===== src/rtl/lzwd_pkg.sv =====
`timescale 1ns / 1ps
// ----------------------------------------------------------------------------
// LZW decoder dictionary package
// Shared sizes, constants and the command and result types of the decoder.
// ----------------------------------------------------------------------------
package lzwd_pkg;

    localparam int DICT_ENTRIES = 4096;
    localparam int ADDR_W       = $clog2(DICT_ENTRIES);
    localparam int NEXT_W       = $clog2(DICT_ENTRIES + 1);
    localparam int CODE_W       = 12;
    localparam int BYTE_W       = 8;
    localparam int LEN_W        = 12;
    localparam int CMP_W        = (NEXT_W > CODE_W) ? NEXT_W : CODE_W;

    localparam logic [LEN_W-1:0]  LEN_MAX    = '1;
    localparam logic [LEN_W-1:0]  LEN_ONE    = LEN_W'(1);
    localparam logic [NEXT_W-1:0] FIRST_FREE = NEXT_W'(256);
    localparam logic [NEXT_W-1:0] DICT_END   = NEXT_W'(DICT_ENTRIES);

    // Classified code, handed from the front end to the back end.
    typedef struct packed {
        logic [CODE_W-1:0] code;
        logic              start;
        logic              bad;
        logic              missing;
        logic              lookup;
        logic              added;
        logic [ADDR_W-1:0] index;
    } t_cmd;

    // One descriptor as seen on the result ports.
    typedef struct packed {
        logic [BYTE_W-1:0] first_byte;
        logic [LEN_W-1:0]  length;
        logic              missing;
        logic              added;
        logic [CODE_W-1:0] index;
        logic [CODE_W-1:0] prefix;
        logic [BYTE_W-1:0] add_byte;
        logic              bad;
    } t_res;

endpackage


===== src/rtl/lzwd_cmd_q.sv =====
`timescale 1ns / 1ps
// ----------------------------------------------------------------------------
// LZW decoder command queue
// Two-entry queue of classified codes between the front and back ends.
// ----------------------------------------------------------------------------
module lzwd_cmd_q (
    input  logic           i_clk,
    input  logic           i_rst_n,
    input  logic           i_push,
    input  lzwd_pkg::t_cmd i_cmd,
    output logic           o_full,
    input  logic           i_pop,
    output logic           o_valid,
    output lzwd_pkg::t_cmd o_cmd
);
    import lzwd_pkg::*;

    t_cmd       r_q [2];
    logic       r_wptr;
    logic       r_rptr;
    logic [1:0] r_cnt;
    logic [1:0] n_cnt;

    always_comb begin
        o_full  = r_cnt == 2'd2;
        o_valid = r_cnt != 2'd0;
        o_cmd   = r_q[r_rptr];
        n_cnt   = r_cnt + {1'b0, i_push} - {1'b0, i_pop};
    end

    always_ff @(posedge i_clk) begin
        if (!i_rst_n) begin
            r_wptr <= 1'b0;
            r_rptr <= 1'b0;
            r_cnt  <= 2'd0;
        end else begin
            if (i_push) begin
                r_wptr <= ~r_wptr;
            end
            if (i_pop) begin
                r_rptr <= ~r_rptr;
            end
            r_cnt <= n_cnt;
        end
    end

    always_ff @(posedge i_clk) begin
        if (i_push) begin
            r_q[r_wptr] <= i_cmd;
        end
    end

endmodule


===== config.mk =====
export PLATFORM = sky130hd
export DESIGN_NAME = lzwd_cmd_q
export DESIGN_NICKNAME = d
export VERILOG_FILES = /design/src/rtl/lzwd_pkg.sv /design/src/rtl/lzwd_cmd_q.sv
export SDC_FILE = /design/constraint.sdc
export NUM_CORES = 1
export LEC_CHECK = 0
export ABC_CLOCK_PERIOD_IN_PS = 5960
export CAP_MARGIN = 10
export CELL_PAD_IN_SITES_DETAIL_PLACEMENT = 0
export CELL_PAD_IN_SITES_GLOBAL_PLACEMENT = 1
export CORE_AREA = 10 10 77 79
export CTS_BUF_LIST = sky130_fd_sc_hd__clkbuf_8 sky130_fd_sc_hd__clkbuf_16
export DETAILED_ROUTE_END_ITERATION = 10
export DIE_AREA = 0 0 87 89
export DONT_BUFFER_PORTS = 1
export PLACE_DENSITY = 0.84
export SETUP_SLACK_MARGIN = 0.1
export SYNTH_ARGS = -nofsm -noshare
export SYNTH_HDL_FRONTEND = slang
export SYNTH_SLANG_ARGS = --single-unit

===== constraint.sdc =====
create_clock -name i_clk -period 5.96 [get_ports i_clk]
set_clock_uncertainty 0.05 [all_clocks]
set_input_delay 0.596 -clock i_clk [delete_from_list [all_inputs] [get_ports i_clk]]
set_output_delay 0.596 -clock i_clk [all_outputs]
set_load 0.03 [all_outputs]

==> impl_metrics.yaml <==
place:
  post-place-ws_ps: 4050
  numPortBuffers: 0
  gp_congestion: 0.663
  dp_hpwl_um: 2860
clock_tree:
  clkSinkCount: 63
  cts_buffers: 9
  clk_pin_slew_ps: 60
  tritoncts: "built"
  clk_path_buf_depth: 2
  cts_setup_buffers: 0
  hold_buffers: 0
  clkLatencyLatePin_ps: 330
  ctsHtreeMaxLevel: 3
  root_buffer: "clkbuf_8"
  cts_resized: 0
synthesis:
  synth.distinct_cells: 14
  postSynthNetCount: 146
  syn_area_per_cell_sq_um: 21.3
  synth_top_area_share: 0.738
  synth_cells: 111
  synth_area_leaders: "edfxtp_1 (74%), mux2_2 (9.1%), mux2_4 (6.4%)"
  async_flop_share: 0
  yosys_register_bits: 63
  yosysTopAreaCell: "edfxtp_1"
  yosysSeqAreaShare: 0.780
  synth-warning-count: 0
  synth_common_cells: "edfxtp_1 (58), mux2_2 (19), mux2_4 (10)"
  yosysMostFrequentCell: "edfxtp_1"
  netlist_area_sq_um: 2360
  ys.flop_type: "edfxtp_1"
  synth-edff-count: 58
power_and_ir_drop:
  combPwrFrac: 0.122
  switchingPower_mw: 0.236
  p_leak_nw: 0.924
  power_frac_seq: 0.520
  peakVddDrop_v: 0.000256
  clkPwrFrac: 0.358
  p_int_mw: 0.763
  power_density_nw_per_um2: 381
  swShare: 0.236
die:
  die_w_um: 87
  die-height_um: 89
  io_pins: 64
  coreArea_sq_um: 4540
  rows: 25
  initial_core_util: 0.521
  die_area_sq_um: 7740
cells_and_area:
  areaGrowthSynthToFinish_pct: 11.2
  ff_latch_area_sq_um: 1840
  fill_cells: 342
  multiInputGateArea_sq_um: 487
  drive_gt1_frac: 0.378
  nets: 157
  num_antenna_cells: 0
sta:
  finalCritPeriodShare: 0.373
  timing.final.ws_setup_ps: 3740
  maxSlewViolCount: 0
  setup_viol: 0
  slew_headroom: 0.556
  fmax_ghz: 0.450
  setup_tns_ps: 0
  worstMarginPinSlew_ps: 663
  finalCriticalPeriod_ps: 2220
  hold_viol: 0
  rsz0062_at_grt: "no"
detailed_routing:
  wirelength_um: 3890
  first_pass_iters: 4
  wl_met1_um: 1270
  avgViaCountPerCell: 5.26
  vias: 952
  drc: 0
  drtIter0Drc: 65
  ant_nets: 0
  route.met3.wl_um: 503
  wl_per_cell_um: 21.5
  dr_wl_met2_um: 2030
  top_layer_used: "met4"
global_routing:
  grt_pass1_vias: 1106
  antenna_found_initial: 0
  grt_pass1_wl_um: 5780
  grt_max_degree: 28
  gr-total-overflow: 0
  grt_usage: 0.106
status:
  status: "finished clean"
worst_hold_path:
  hold_class: "in2reg"
setup_path:
  start_kind: "flip-flop"
  cp.arrival_ps: 1580
  cpPeakStageDelay_ps: 480
  r2r_setup_slack_ps: 4350
  critical_path.max_fanout: 27
  required_ps: 5310
  critPathKind: "reg2out"
  crit_slowest_cell: "mux2_2"
  path_cells: "buf_4 > mux2_2"
  worst_setup_path_end_kind: "output pin"
run:
  maxCapViolCount: 0
## power by group through the flow
stage	clock network [mW]	registers (mW)	logic, mW
global route	0.395	0.521	0.131
global placement	0	0.527	0.123
detailed placement	0	0.529	0.125
CTS	0.371	0.519	0.125
floorplan	0	0.526	0.113
finish	0.358	0.519	0.122
## through the flow
step / cells / power, mW / hold WS, ps / utilization / cell area (sq um)
after floorplan: 111 / 0.639 / 505 / - / 2360
after global placement: 165 / 0.650 / 521 / 0.535 / 2430
after detailed placement: 165 / 0.653 / 531 / 0.535 / 2430
after CTS: 181 / 1.02 / 288 / 0.579 / 2630
after global routing: 181 / 1.05 / 273 / 0.579 / 2630
final: 181 / 0.999 / 305 / 0.579 / 2630
## registers in the layout, indices dropped and copies added (netlist names), named ones only
signal and flops:
r_q 58, r_wptr 1, r_rptr 1, r_cnt 2
## worst paths after layout
kind,from,cells after the start,endpoint
worst max-delay path,flip-flop,2,o_cmd[7]
worst min-delay path,i_cmd[2],0,r_q[1][2]
worst max register to register,r_wptr,2,r_q[0][13]
worst min register to register,r_rptr,2,r_rptr
## cell usage in the layout, fill, tap and decap left out, drive strengths merged, types with 2 or more instances in the layout
master,count
mux2,29
ha,2
clkbuf,11
buf,3
and2,4
inv,3
nor2b,4
clkinv,3
dfxtp,5
edfxtp,58
## routing by layer
layer,track usage,vias to the layer above
li1,-,447
met1,0.0917,460
met2,0.173,38
met3,0.0820,7
met4,0.0574,0
met5,0,-
## cell families after synthesis
logic type,Yosys count,synth area share
flip-flops,63,0.780
AO/OA/AOI/OAI,1,0.00318
multiplexers,29,0.154
AND/OR/NAND/NOR,9,0.0238
XOR/XNOR,2,0.0132
adder cells (fa/ha/maj),2,0.0106
buffers and inverters,5,0.0148
## cell type report
| class | count | area share |
|---|---|---|
| Clock buffer | 11 | 0.0577 |
| Clock inverter | 5 | 0.0181 |
| Inverter | 2 | 0.00286 |
| Timing Repair Buffer | 3 | 0.00858 |
| Multi-Input combinational cell | 43 | 0.185 |
| Sequential cell | 63 | 0.702 |
| Tap cell | 54 | 0.0257 |
## critical path, delay by kind of cell (launching register included)
kind | cells | cell delay (ps)
mux | 1 | 480
buf+inv | 1 | 380
flops | 1 | 370
Power figures use the tool's default switching activity.
