File: config.mk
export PLATFORM = sky130hd
export DESIGN_NAME = lzwd_front
export DESIGN_NICKNAME = d
export VERILOG_FILES = /design/src/rtl/lzwd_pkg.sv /design/src/rtl/lzwd_front.sv
export SDC_FILE = /design/constraint.sdc
export NUM_CORES = 1
export LEC_CHECK = 0
export BUFFER_PORTS_ARGS = -buffer_cell sky130_fd_sc_hd__buf_4
export CORE_MARGIN = 2
export CORE_UTILIZATION = 52
export DETAILED_ROUTE_END_ITERATION = 7
export GPL_TIMING_DRIVEN = 0
export PLACE_DENSITY_LB_ADDON = 0.2
export SLEW_MARGIN = 5
export SYNTH_ARGS = -nofsm -noshare
export SYNTH_HDL_FRONTEND = slang
export SYNTH_SLANG_ARGS = --single-unit
File: constraint.sdc
create_clock -name i_clk -period 3.1 [get_ports i_clk]
set_input_delay 0.465 -clock i_clk [delete_from_list [all_inputs] [get_ports i_clk]]
set_output_delay 0.465 -clock i_clk [all_outputs]
set_load 0.03 [all_outputs]
File: src/rtl/lzwd_pkg.sv
`timescale 1ns / 1ps
// ----------------------------------------------------------------------------
// LZW decoder dictionary package
// Shared sizes, constants and the command and result types of the decoder.
// ----------------------------------------------------------------------------
package lzwd_pkg;

    localparam int DICT_ENTRIES = 4096;
    localparam int ADDR_W       = $clog2(DICT_ENTRIES);
    localparam int NEXT_W       = $clog2(DICT_ENTRIES + 1);
    localparam int CODE_W       = 12;
    localparam int BYTE_W       = 8;
    localparam int LEN_W        = 12;
    localparam int CMP_W        = (NEXT_W > CODE_W) ? NEXT_W : CODE_W;

    localparam logic [LEN_W-1:0]  LEN_MAX    = '1;
    localparam logic [LEN_W-1:0]  LEN_ONE    = LEN_W'(1);
    localparam logic [NEXT_W-1:0] FIRST_FREE = NEXT_W'(256);
    localparam logic [NEXT_W-1:0] DICT_END   = NEXT_W'(DICT_ENTRIES);

    // Classified code, handed from the front end to the back end.
    typedef struct packed {
        logic [CODE_W-1:0] code;
        logic              start;
        logic              bad;
        logic              missing;
        logic              lookup;
        logic              added;
        logic [ADDR_W-1:0] index;
    } t_cmd;

    // One descriptor as seen on the result ports.
    typedef struct packed {
        logic [BYTE_W-1:0] first_byte;
        logic [LEN_W-1:0]  length;
        logic              missing;
        logic              added;
        logic [CODE_W-1:0] index;
        logic [CODE_W-1:0] prefix;
        logic [BYTE_W-1:0] add_byte;
        logic              bad;
    } t_res;

endpackage

File: src/rtl/lzwd_front.sv
`timescale 1ns / 1ps
// ----------------------------------------------------------------------------
// LZW decoder front end
// Accepts codes, tracks the next free entry and classifies each code.
// ----------------------------------------------------------------------------
module lzwd_front (
    input  logic                       i_clk,
    input  logic                       i_rst_n,
    input  logic                       i_push,
    input  logic [lzwd_pkg::CODE_W-1:0] i_code_in,
    input  logic                       i_stream_start,
    input  logic                       i_q_full,
    output logic                       o_q_push,
    output lzwd_pkg::t_cmd             o_cmd
);
    import lzwd_pkg::*;

    logic [NEXT_W-1:0] r_next_free;
    logic [NEXT_W-1:0] n_next_free;
    logic [CMP_W-1:0]  code_ext;
    logic              code_high;
    logic              accept;

    always_comb begin
        accept    = i_push && !i_q_full;
        code_ext  = CMP_W'(i_code_in);
        code_high = code_ext >= CMP_W'(FIRST_FREE);

        o_cmd.code    = i_code_in;
        o_cmd.start   = i_stream_start;
        o_cmd.bad     = i_stream_start && code_high;
        o_cmd.missing = !i_stream_start && (code_ext >= CMP_W'(r_next_free));
        o_cmd.lookup  = !i_stream_start && !o_cmd.missing && code_high;
        o_cmd.added   = !i_stream_start && (r_next_free < DICT_END);
        o_cmd.index   = ADDR_W'(r_next_free);

        n_next_free = r_next_free;
        if (accept) begin
            if (i_stream_start) begin
                n_next_free = FIRST_FREE;
            end else if (o_cmd.added) begin
                n_next_free = r_next_free + 1'b1;
            end
        end
        o_q_push = accept;
    end

    always_ff @(posedge i_clk) begin
        if (!i_rst_n) begin
            r_next_free <= FIRST_FREE;
        end else begin
            r_next_free <= n_next_free;
        end
    end

endmodule

==> results of run 1 <==
==> power by group through the flow <==
stage               registers (mW)  logic, mW  clock network [mW]
finish                       0.169      0.120               0.111
floorplan                    0.172     0.0742                   0
global route                 0.169      0.132               0.118
detailed placement           0.173      0.121                   0
CTS                          0.169      0.121               0.112
global placement             0.173      0.118                   0
==> Yosys cell counts <==
cell type / count / area (µm²)
a2111oi_2: 1 / 15.0
a21boi_0: 3 / 22.5
a21boi_1: 1 / 7.51
a21oi_1: 9 / 45.0
a22oi_1: 1 / 7.51
a311oi_1: 1 / 8.76
and2_1: 3 / 18.8
and3_1: 2 / 12.5
and3_2: 2 / 15.0
and4_1: 2 / 17.5
buf_4: 25 / 188
buf_6: 1 / 11.3
dfxtp_1: 13 / 260
ha_1: 13 / 163
inv_1: 12 / 45.0
inv_2: 2 / 7.51
nand2_1: 11 / 41.3
nand2b_4: 1 / 13.8
nand3_1: 7 / 35.0
nand3_2: 1 / 10.0
nand3b_1: 1 / 7.51
nand4_1: 4 / 25.0
nor2_1: 11 / 41.3
nor2b_1: 4 / 25.0
nor3_1: 1 / 5.00
nor3_2: 1 / 10.0
nor4_1: 1 / 6.26
nor4_4: 1 / 21.3
o21a_1: 1 / 7.51
o21ai_0: 9 / 45.0
o21ai_1: 1 / 5.00
xnor2_1: 4 / 35.0
==> cell type report <==
type                            count  area (µm²)  area share [%]
Buffer                             26         199            12.6
Clock buffer                        4        26.3            1.67
Inverter                           14        52.6            3.33
Multi-Input combinational cell     97         667            42.3
Sequential cell                    13         260            16.5
Tap cell                           28        35.0            2.22
Timing Repair Buffer               45         338            21.4
==> stage by stage <==
step / utilization, % / cells / total power, mW / hold WS, ns / cell area (µm²)
after floorplan: - / 150 / 0.247 / 0.463 / 1180
after global placement: 71.5 / 223 / 0.291 / 0.482 / 1550
after detailed placement: 71.5 / 223 / 0.293 / 0.499 / 1550
after CTS: 72.7 / 227 / 0.402 / 0.436 / 1580
after global routing: 72.7 / 227 / 0.418 / 0.443 / 1580
final: 72.7 / 227 / 0.399 / 0.433 / 1580
==> per-layer routing <==
metal	vias up	global-route usage, %	wire length [µm]
li1	589	-	-
met1	519	25.7	1100
met2	37	39.3	1280
met3	7	2.87	169
met4	0	12.7	71
met5	-	0	0
==> kinds of logic after synthesis <==
family | Yosys count
AND/OR/NAND/NOR | 53
adder cells (fa/ha/maj) | 13
XOR/XNOR | 4
buffers and inverters | 40
AO/OA/AOI/OAI | 27
flip-flops | 13
==> worst paths after layout <==
kind                            slack, ns      startpoint               to  cells past startpoint
worst min register to register       0.51  r_next_free[5]   r_next_free[5]                      2
worst max register to register       1.51  r_next_free[0]  r_next_free[10]                      6
worst max-delay path                 0.50  r_next_free[8]        o_cmd[13]                      7
worst min-delay path                 0.43         i_rst_n   r_next_free[2]                      2
==> worst max-delay path, delay by kind of cell, from the launching register on <==
family | cells | cell delay (ns)
AO/OA/AOI/OAI | 3 | 0.61
flip-flops | 1 | 0.40
adder cells (fa/ha/maj) | 1 | 0.32
buffers and inverters | 2 | 0.31
AND/OR/NAND/NOR | 1 | 0.19
==> out/qor.csv, run 1 <==
metric,value,unit
Clk network pwr share,27.8,%
number of global-route vias before repair,1101,
Sw Pwr,0.125,mW
root buf cell,clkbuf_4,
die footprint,2660,µm²
Wirelength per Cell,11.6,µm
most frequent cells in the layout,"buf_4 (70), ha_1 (13), dfxtp_1 (13)",
# nets final,230,
DR DRC count,0,
Final setup violation count,0,
WS Path Type,register to output port,
clk_lat worst skew,0.29,ns
Power Dens Cells,253,nW/µm²
port bufs,45,
Post-CTS Setup Inserts,0,
LEAKAGE,0.758,nW
Worst path max stage delay,0.40,ns
"most common cell after layout, fill and taps aside",buf_4,
Top Registers,r_next_free (13),
Hold Buf Count CTS,0,
first-pass GRT wire length,4460,µm
XOR/XNOR share of the synthesized area,2.97,%
Layout area overhead,33.9,%
Total GRT Usage,22.3,%
Max VDD drop,0.209,mV
CP required,2.63,ns
drt via density,5.07,
CTS tree,done,
cts bufs inserted,3,
status,"finished, final reports clean",
pin slew with the least headroom to its limit,0.424,ns
maximum root-to-sink buffer count,2,
I/O pin cnt,47,
Largest register FFs,13,
Crit. End Element,output port,
Switching Fraction,31.4,%
hold crit path type,input port to register,
CTS Sinks,13,
YS warnings,0,
Setup TNS Final,0,ns
largest family of logic cells by synthesized area,simple AND/OR/NAND/NOR gates,
core region area,2170,µm²
syn nets,180,
Worst Path Arrival,2.13,ns
post-synthesis mux area share,0,%
unrepaired setup endpoints after global routing,false,
Critical Path Slowest Stage Cell,dfxtp_1,
drt total wl,2620,µm
DRT Pass-1 Iters,4,
Critical Path Start Type,register,
worst-path cell chain,"inv_1, ha_1, a21oi_1, o21ai_0, nand3b_1, a2111oi_2, buf_4",
"worst slack, placed",0.681,ns
Mean Syn Cell Area,7.86,µm²
MaxCap Viol Count,0,
H-tree levels,1,
synthesized instance count,150,
"Slew Viols, Final",0,
Final Cycle Share,83.8,%
"Seq/Total Area, Yosys",22.1,%
post-route ant nets,0,
fill cell count,190,
largest reg by FF count,r_next_free,
register bit total from synthesis,13,
die width,51.6,µm
post-route setup slack,0.503,ns
Final Wtd Congestion,0.832,
final hold violations,0,
standard-cell row count,17,
sequential share of power,42.2,%
clock slew at reported path FFs,0.08,ns
Die Ht,51.6,µm
share of cells above drive strength 1,41.7,%
combinational cell fraction of total power,30.0,%
Final Skew,0.00376,ns
"Max FO, Critical Path",5,
initial antenna violation count,0,
starting density of the core,54.3,%
largest net degree at the start of global routing,10,
Vias,1152,
Internal,0.274,mW
post_cts resized,0,
"Distinct cells, synth",32,
diode count,0,
maximum clock frequency,385,MHz
post-detail-place hpwl,2150,µm
headroom to the max-slew limit,71.5,%
complex-gate fraction of the synthesized area,13.9,%
crit path time final,2.60,ns
total gr overflow,0,
1st-iter DRT viols,22,
post-synthesis simple-gate area fraction,25.9,%
Synth Area in Adders,13.8,%
post-synthesis cell area,1180,µm²
Note: power is estimated with default switching activity, not from simulation.
==> run 2, diff against run 1 <==
--- a/config.mk
+++ b/config.mk
@@ -5,9 +5,10 @@
 export SDC_FILE = /design/constraint.sdc
 export NUM_CORES = 1
 export LEC_CHECK = 0
+export ABC_AREA = 1
 export BUFFER_PORTS_ARGS = -buffer_cell sky130_fd_sc_hd__buf_4
 export CORE_MARGIN = 2
-export CORE_UTILIZATION = 52
+export CORE_UTILIZATION = 49
 export DETAILED_ROUTE_END_ITERATION = 7
 export GPL_TIMING_DRIVEN = 0
 export PLACE_DENSITY_LB_ADDON = 0.2
==> constraint.sdc (replaced) <==
create_clock -name i_clk -period 2.4 [get_ports i_clk]
set_input_delay 0.36 -clock i_clk [delete_from_list [all_inputs] [get_ports i_clk]]
set_output_delay 0.36 -clock i_clk [all_outputs]
set_load 0.03 [all_outputs]
==> run 2 against run 1 <==
Worst setup slack worse by 0.31 ns. Critical endpoint is now o_cmd[14]. Die area up 15%. Critical path type unchanged. Area after synthesis up 10%. Non-clock buffer count unchanged. Cell area up 8.2%. Sequential power up 30%. Clock-buffer cell count down 1.
==> out/qor.csv, run 2 <==
metric,value,unit,change
Final Cycle Share,91.9,%,
top-count cell post-synth,nand2_1,,
Inst Count DP,283,,+27%
drt via density,4.71,,-7.1%
"Distinct cells, synth",21,,-34%
Mean Syn Cell Area,6.27,µm²,-20%
"Max FO, Critical Path",7,,+2
GRT Max-Usage Layer,met2,,
clock slew at reported path FFs,0.08,ns,about the same
Clk network pwr share,25.6,%,-2.2 points
"most common cell after layout, fill and taps aside",buf_4,,
drt total wl,2850,µm,+8.6%
# nets final,288,,+25%
"Power, Total",0.517,mW,+29%
CP required,2.04,ns,-0.59 ns
sequential share of power,42.3,%,about the same
MaxCap Viol Count,0,,unchanged
Die Ht,55.5,µm,+7.5%
H-tree levels,1,,unchanged
"non-filler cells, final",287,,+26%
post-route ant nets,0,,unchanged
CTS Sinks,13,,unchanged
Post-CTS Setup Inserts,0,,unchanged
root buf cell,clkbuf_4,,
met2 Usage GRT,31.1,%,-8.2 points
post-synthesis cell area,1300,µm²,+10%
Top Registers,r_next_free (13),,
Largest register FFs,13,,unchanged
final hold violations,0,,unchanged
number of global-route vias before repair,1170,,+6.3%
hold_ws,0.372,ns,-0.0603 ns
maximum clock frequency,454,MHz,
combinational cell fraction of total power,32.1,%,+2.1 points
headroom to the max-slew limit,73.1,%,+1.6 points
unrepaired setup endpoints after global routing,false,,
met1 Use GR,25.5,%,-0.20 points
CTS tree,done,,
Wirelength per Cell,9.93,µm,-14%
Total GRT Usage,18.6,%,-3.7 points
Post-synth EDFFs,0,,unchanged
syn nets,237,,+32%
Crit. End Element,output port,,
synthesized instance count,207,,+38%
WS Path Type,register to output port,,
dpl cell area,1680,µm²,+8.3%
cts bufs inserted,3,,unchanged
Layout Utilization,68.3,%,-4.4 points
Final setup violation count,0,,unchanged
die width,55.5,µm,+7.5%
Internal,0.351,mW,+28%
clk_lat worst skew,0.27,ns,-0.02 ns
starting density of the core,51.9,%,-2.4 points
"worst slack, placed",0.492,ns,-0.189 ns
largest net degree at the start of global routing,11,,+1
most frequent cells in the layout,"buf_4 (71), nand2_1 (55), inv_1 (25)",,
largest reg by FF count,r_next_free,,
maximum root-to-sink buffer count,2,,unchanged
post-detail-place hpwl,2390,µm,+11%
post-synth top area cell,dfxtp_1,,
share of cells above drive strength 1,35.0,%,-6.7 points
status,"finished, final reports clean",,
DR DRC count,0,,unchanged
Area contributors post-synth,"dfxtp_1 (20%), nand2_1 (16%), buf_4 (14%)",,
initial antenna violation count,0,,unchanged
Final Wtd Congestion,0.823,,-1.1%
DRT Pass-1 Iters,4,,unchanged
met3 usage,2.11,%,-0.77 points
Worst Path Arrival,1.84,ns,-0.29 ns
Critical Path Start Type,register,,
1st-iter DRT viols,19,,-14%
area share of the leading cell type in the synthesized netlist,20.1,%,-2.0 points
crit path time final,2.20,ns,
Vias,1353,,+17%
"Async S/R FF share, synth",0,%,unchanged
diode count,0,,unchanged
pin slew with the least headroom to its limit,0.402,ns,-0.0220 ns
Max VDD drop,0.274,mV,+31%
reg2reg setup slack,0.89,ns,-0.62 ns
die footprint,3080,µm²,+15%
Final Skew,0.00499,ns,+0.00123 ns
LEAKAGE,0.883,nW,+17%
design area,1710,µm²,+8.2%
Sw Pwr,0.166,mW,+32%
"Slew Viols, Final",0,,unchanged
commonest cells in the netlist,"nand2_1 (55), inv_1 (26), buf_4 (25)",,
port bufs,46,,+2.2%
I/O pin cnt,47,,unchanged
register bit total from synthesis,13,,unchanged
Setup TNS Final,0,ns,unchanged
"Seq/Total Area, Yosys",20.1,%,-2.0 points
YS warnings,0,,unchanged
Switching Fraction,32.0,%,+0.68 points
hold crit path type,input port to register,,
post-route setup slack,0.195,ns,-0.308 ns
standard-cell row count,18,,+1
Main synth FF type,dfxtp_1,,
Power Dens Cells,303,nW/µm²,+20%
first-pass GRT wire length,4840,µm,+8.3%
total gr overflow,0,,unchanged
Layout area overhead,31.6,%,
core region area,2500,µm²,+15%
Hold Buf Count CTS,0,,unchanged
[run 2: worst paths after layout]
path | start | cells after the start | to
hold / removal | i_rst_n | 3 | r_next_free[7]
hold reg to reg | r_next_free[8] | 2 | r_next_free[8]
setup / recovery | r_next_free[5] | 11 | o_cmd[14]
setup reg to reg | r_next_free[0] | 6 | r_next_free[10]
[run 2: worst max-delay path, stage by stage, from the launching register on]
cell,delay [ns]
dfxtp_1,0.45
inv_1,0.11
ha_1,0.28
nand2_1,0.06
inv_1,0.05
nand2_1,0.06
nor2_1,0.15
nand2_1,0.06
nand3_1,0.07
nor2_1,0.04
nor2_1,0.08
buf_4,0.16
[run 2: logic make-up after synthesis]
logic type | after synthesis | synth area share, %
simple gates | 104 | 34.4
compound gates | 20 | 8.87
buf+inv | 56 | 23.4
xor+xnor | 1 | 0.675
fa+ha+maj | 13 | 12.5
flops | 13 | 20.1
[run 2: layout make-up]
class	count	area [µm²]
clock inverters	1	5.00
fillers	246	792
plain buffers	25	188
repair buffers	46	345
multi-input cells	138	733
flip-flops and latches	13	260
clock buffers	3	22.5
well taps	30	37.5
inverters	31	116
[run 2: power by group through the flow]
stage	combinational [mW]	sequential (mW)	clock, mW
global placement	0.164	0.224	0
finish	0.166	0.219	0.132
detailed placement	0.167	0.224	0
floorplan	0.103	0.223	0
CTS	0.167	0.219	0.136
global route	0.182	0.219	0.144
[run 2: what timing repair did]
action | in CTS | in global routing
hold endpoints to repair | 0 | 0
endpoints found under the setup margin | 0 | 1
resized for setup | 0 | 1
[run 2: layer usage]
layer,up-vias,wire length [µm]
met3,2,123
met2,28,1290
li1,727,-
met5,-,0
met1,596,1420
met4,0,14
==> run 3, diff against run 2 <==
--- a/config.mk
+++ b/config.mk
@@ -12,6 +12,7 @@
 export DETAILED_ROUTE_END_ITERATION = 7
 export GPL_TIMING_DRIVEN = 0
 export PLACE_DENSITY_LB_ADDON = 0.2
+export SKIP_LAST_GASP = 1
 export SLEW_MARGIN = 5
 export SYNTH_ARGS = -nofsm -noshare
 export SYNTH_HDL_FRONTEND = slang
==> constraint.sdc (replaced) <==
create_clock -name i_clk -period 2.4 [get_ports i_clk]
set_input_delay 0.12 -clock i_clk [delete_from_list [all_inputs] [get_ports i_clk]]
set_output_delay 0.12 -clock i_clk [all_outputs]
set_load 0.03 [all_outputs]
==> run 3 against run 2 <==
Register-to-register slack hardly changed. Largest power group unchanged. Critical path type unchanged. Clock-buffer cell count did not move. Sequential share of layout area is the same. Sequential cell count stayed put. Non-clock buffer count did not move. Clock power barely moved. Cell area unchanged. Combinational power hardly changed. Sequential power barely moved.
==> out/qor.csv, run 3 (same netlist as run 2, synthesis figures left out) <==
metric,value,unit,change
status,"finished, final reports clean",,
"most common cell after layout, fill and taps aside",buf_4,,
Worst Path Arrival,1.85,ns,about the same
"worst slack, placed",0.732,ns,+0.240 ns
Max VDD drop,0.274,mV,about the same
DR DRC count,0,,unchanged
post_cts resized,0,,unchanged
Hold Buf Count CTS,0,,unchanged
drt via density,4.71,,-0.15%
largest net degree at the start of global routing,11,,unchanged
Setup crit start,r_next_free[2],,
# nets final,288,,unchanged
Final Cycle Share,81.9,%,-10 points
die footprint,3080,µm²,unchanged
CTS tree,done,,
CTS Sinks,13,,unchanged
post-route setup slack,0.435,ns,+0.240 ns
"Max FO, Critical Path",7,,unchanged
hold_ws,0.133,ns,-0.240 ns
Inst Count DP,283,,unchanged
crit path time final,1.97,ns,-0.240 ns
Critical Path Start Type,register,,
post-detail-place hpwl,2390,µm,unchanged
unrepaired setup endpoints after global routing,false,,
hold crit path type,input port to register,,
total gr overflow,0,,unchanged
Vias,1351,,-0.15%
design area,1710,µm²,unchanged
Crit. End Element,output port,,
post-route ant nets,0,,unchanged
Total GRT Usage,18.6,%,unchanged
Critical Path Slowest Stage Cell,dfxtp_1,,
Top Registers,r_next_free (13),,
cts bufs inserted,3,,unchanged
largest reg by FF count,r_next_free,,
core region area,2500,µm²,unchanged
die width,55.5,µm,unchanged
worst-path cell chain,"inv_1, ha_1, nand2_1, nor2_1, nand2_1, inv_1, nand2_1, nand3_1, nor2_1, nor2_1, buf_4",,
port bufs,46,,unchanged
most frequent cells in the layout,"buf_4 (71), nand2_1 (55), inv_1 (26)",,
Layout Utilization,68.3,%,unchanged
diode count,0,,unchanged
standard-cell row count,18,,unchanged
root buf cell,clkbuf_4,,
1st-iter DRT viols,20,,+1
Worst path max stage delay,0.46,ns,about the same
Power Dens Cells,303,nW/µm²,about the same
I/O pin cnt,47,,unchanged
starting density of the core,51.9,%,unchanged
first-pass GRT wire length,4840,µm,unchanged
"Power, Total",0.517,mW,about the same
initial antenna violation count,0,,unchanged
Die Ht,55.5,µm,unchanged
Final Wtd Congestion,0.823,,unchanged
"non-filler cells, final",287,,unchanged
HP Start,i_rst_n,,
Setup TNS Final,0,ns,unchanged
dpl cell area,1680,µm²,unchanged
Critical R2R Launch,r_next_free[0],,
clock slew at reported path FFs,0.08,ns,about the same
MaxCap Viol Count,0,,unchanged
drt total wl,2840,µm,-0.28%
clk_lat worst skew,0.27,ns,about the same
Final Skew,0.00550,ns,+0.000515 ns
Wirelength per Cell,9.90,µm,-0.28%
LEAKAGE,0.883,nW,about the same
H-tree levels,1,,unchanged
Post-CTS Setup Inserts,0,,unchanged
WS Path Type,register to output port,,
maximum clock frequency,509,MHz,+12%
headroom to the max-slew limit,73.0,%,about the same
pin slew with the least headroom to its limit,0.402,ns,+0.000467 ns
CP required,2.28,ns,+0.24 ns
final hold violations,0,,unchanged
Final setup violation count,0,,unchanged
Layout area overhead,31.6,%,unchanged
number of global-route vias before repair,1170,,unchanged
"Slew Viols, Final",0,,unchanged
maximum root-to-sink buffer count,2,,unchanged
Largest register FFs,13,,unchanged
DRT Pass-1 Iters,4,,unchanged
share of cells above drive strength 1,34.6,%,-0.39 points
-- run 3: cell counts in the layout (fill, tap and decap cells not counted) --
Identical to the previous run, type by type.
-- run 3: layer usage --
layer	wire length (µm)	part of all wire (%)	track usage [%]
met5	0	0	0
met4	14	0.49	4.53
met3	132	4.6	2.11
met2	1290	45	31.1
met1	1410	49	25.5
-- run 3: report_power, final --
part	switching (mW)	internal, mW
clock network	0.0706	0.0616
logic	0.0926	0.0733
registers	0.00213	0.217
-- run 3: final cells by class --
type                            count  area [µm²]
Buffer                             25         188
Clock buffer                        3        22.5
Clock inverter                      1        5.00
Fill cell                         246         792
Inverter                           31         116
Multi-Input combinational cell    138         733
Sequential cell                    13         260
Tap cell                           30        37.5
Timing Repair Buffer               46         345
-- run 3: worst paths after layout --
kind / end / slack [ns] / cells after the start
max: o_cmd[14] / 0.43 / 11
min: r_next_free[7] / 0.13 / 3
max reg2reg: r_next_free[10] / 0.88 / 6
min reg2reg: r_next_free[8] / 0.50 / 2
-- run 3: critical path, delay by kind of cell (launching register included) --
| kind | cells | cell delay, ns |
|---|---|---|
| simple gates | 7 | 0.54 |
| fa+ha+maj | 1 | 0.29 |
| flops | 1 | 0.46 |
| buf+inv | 3 | 0.29 |
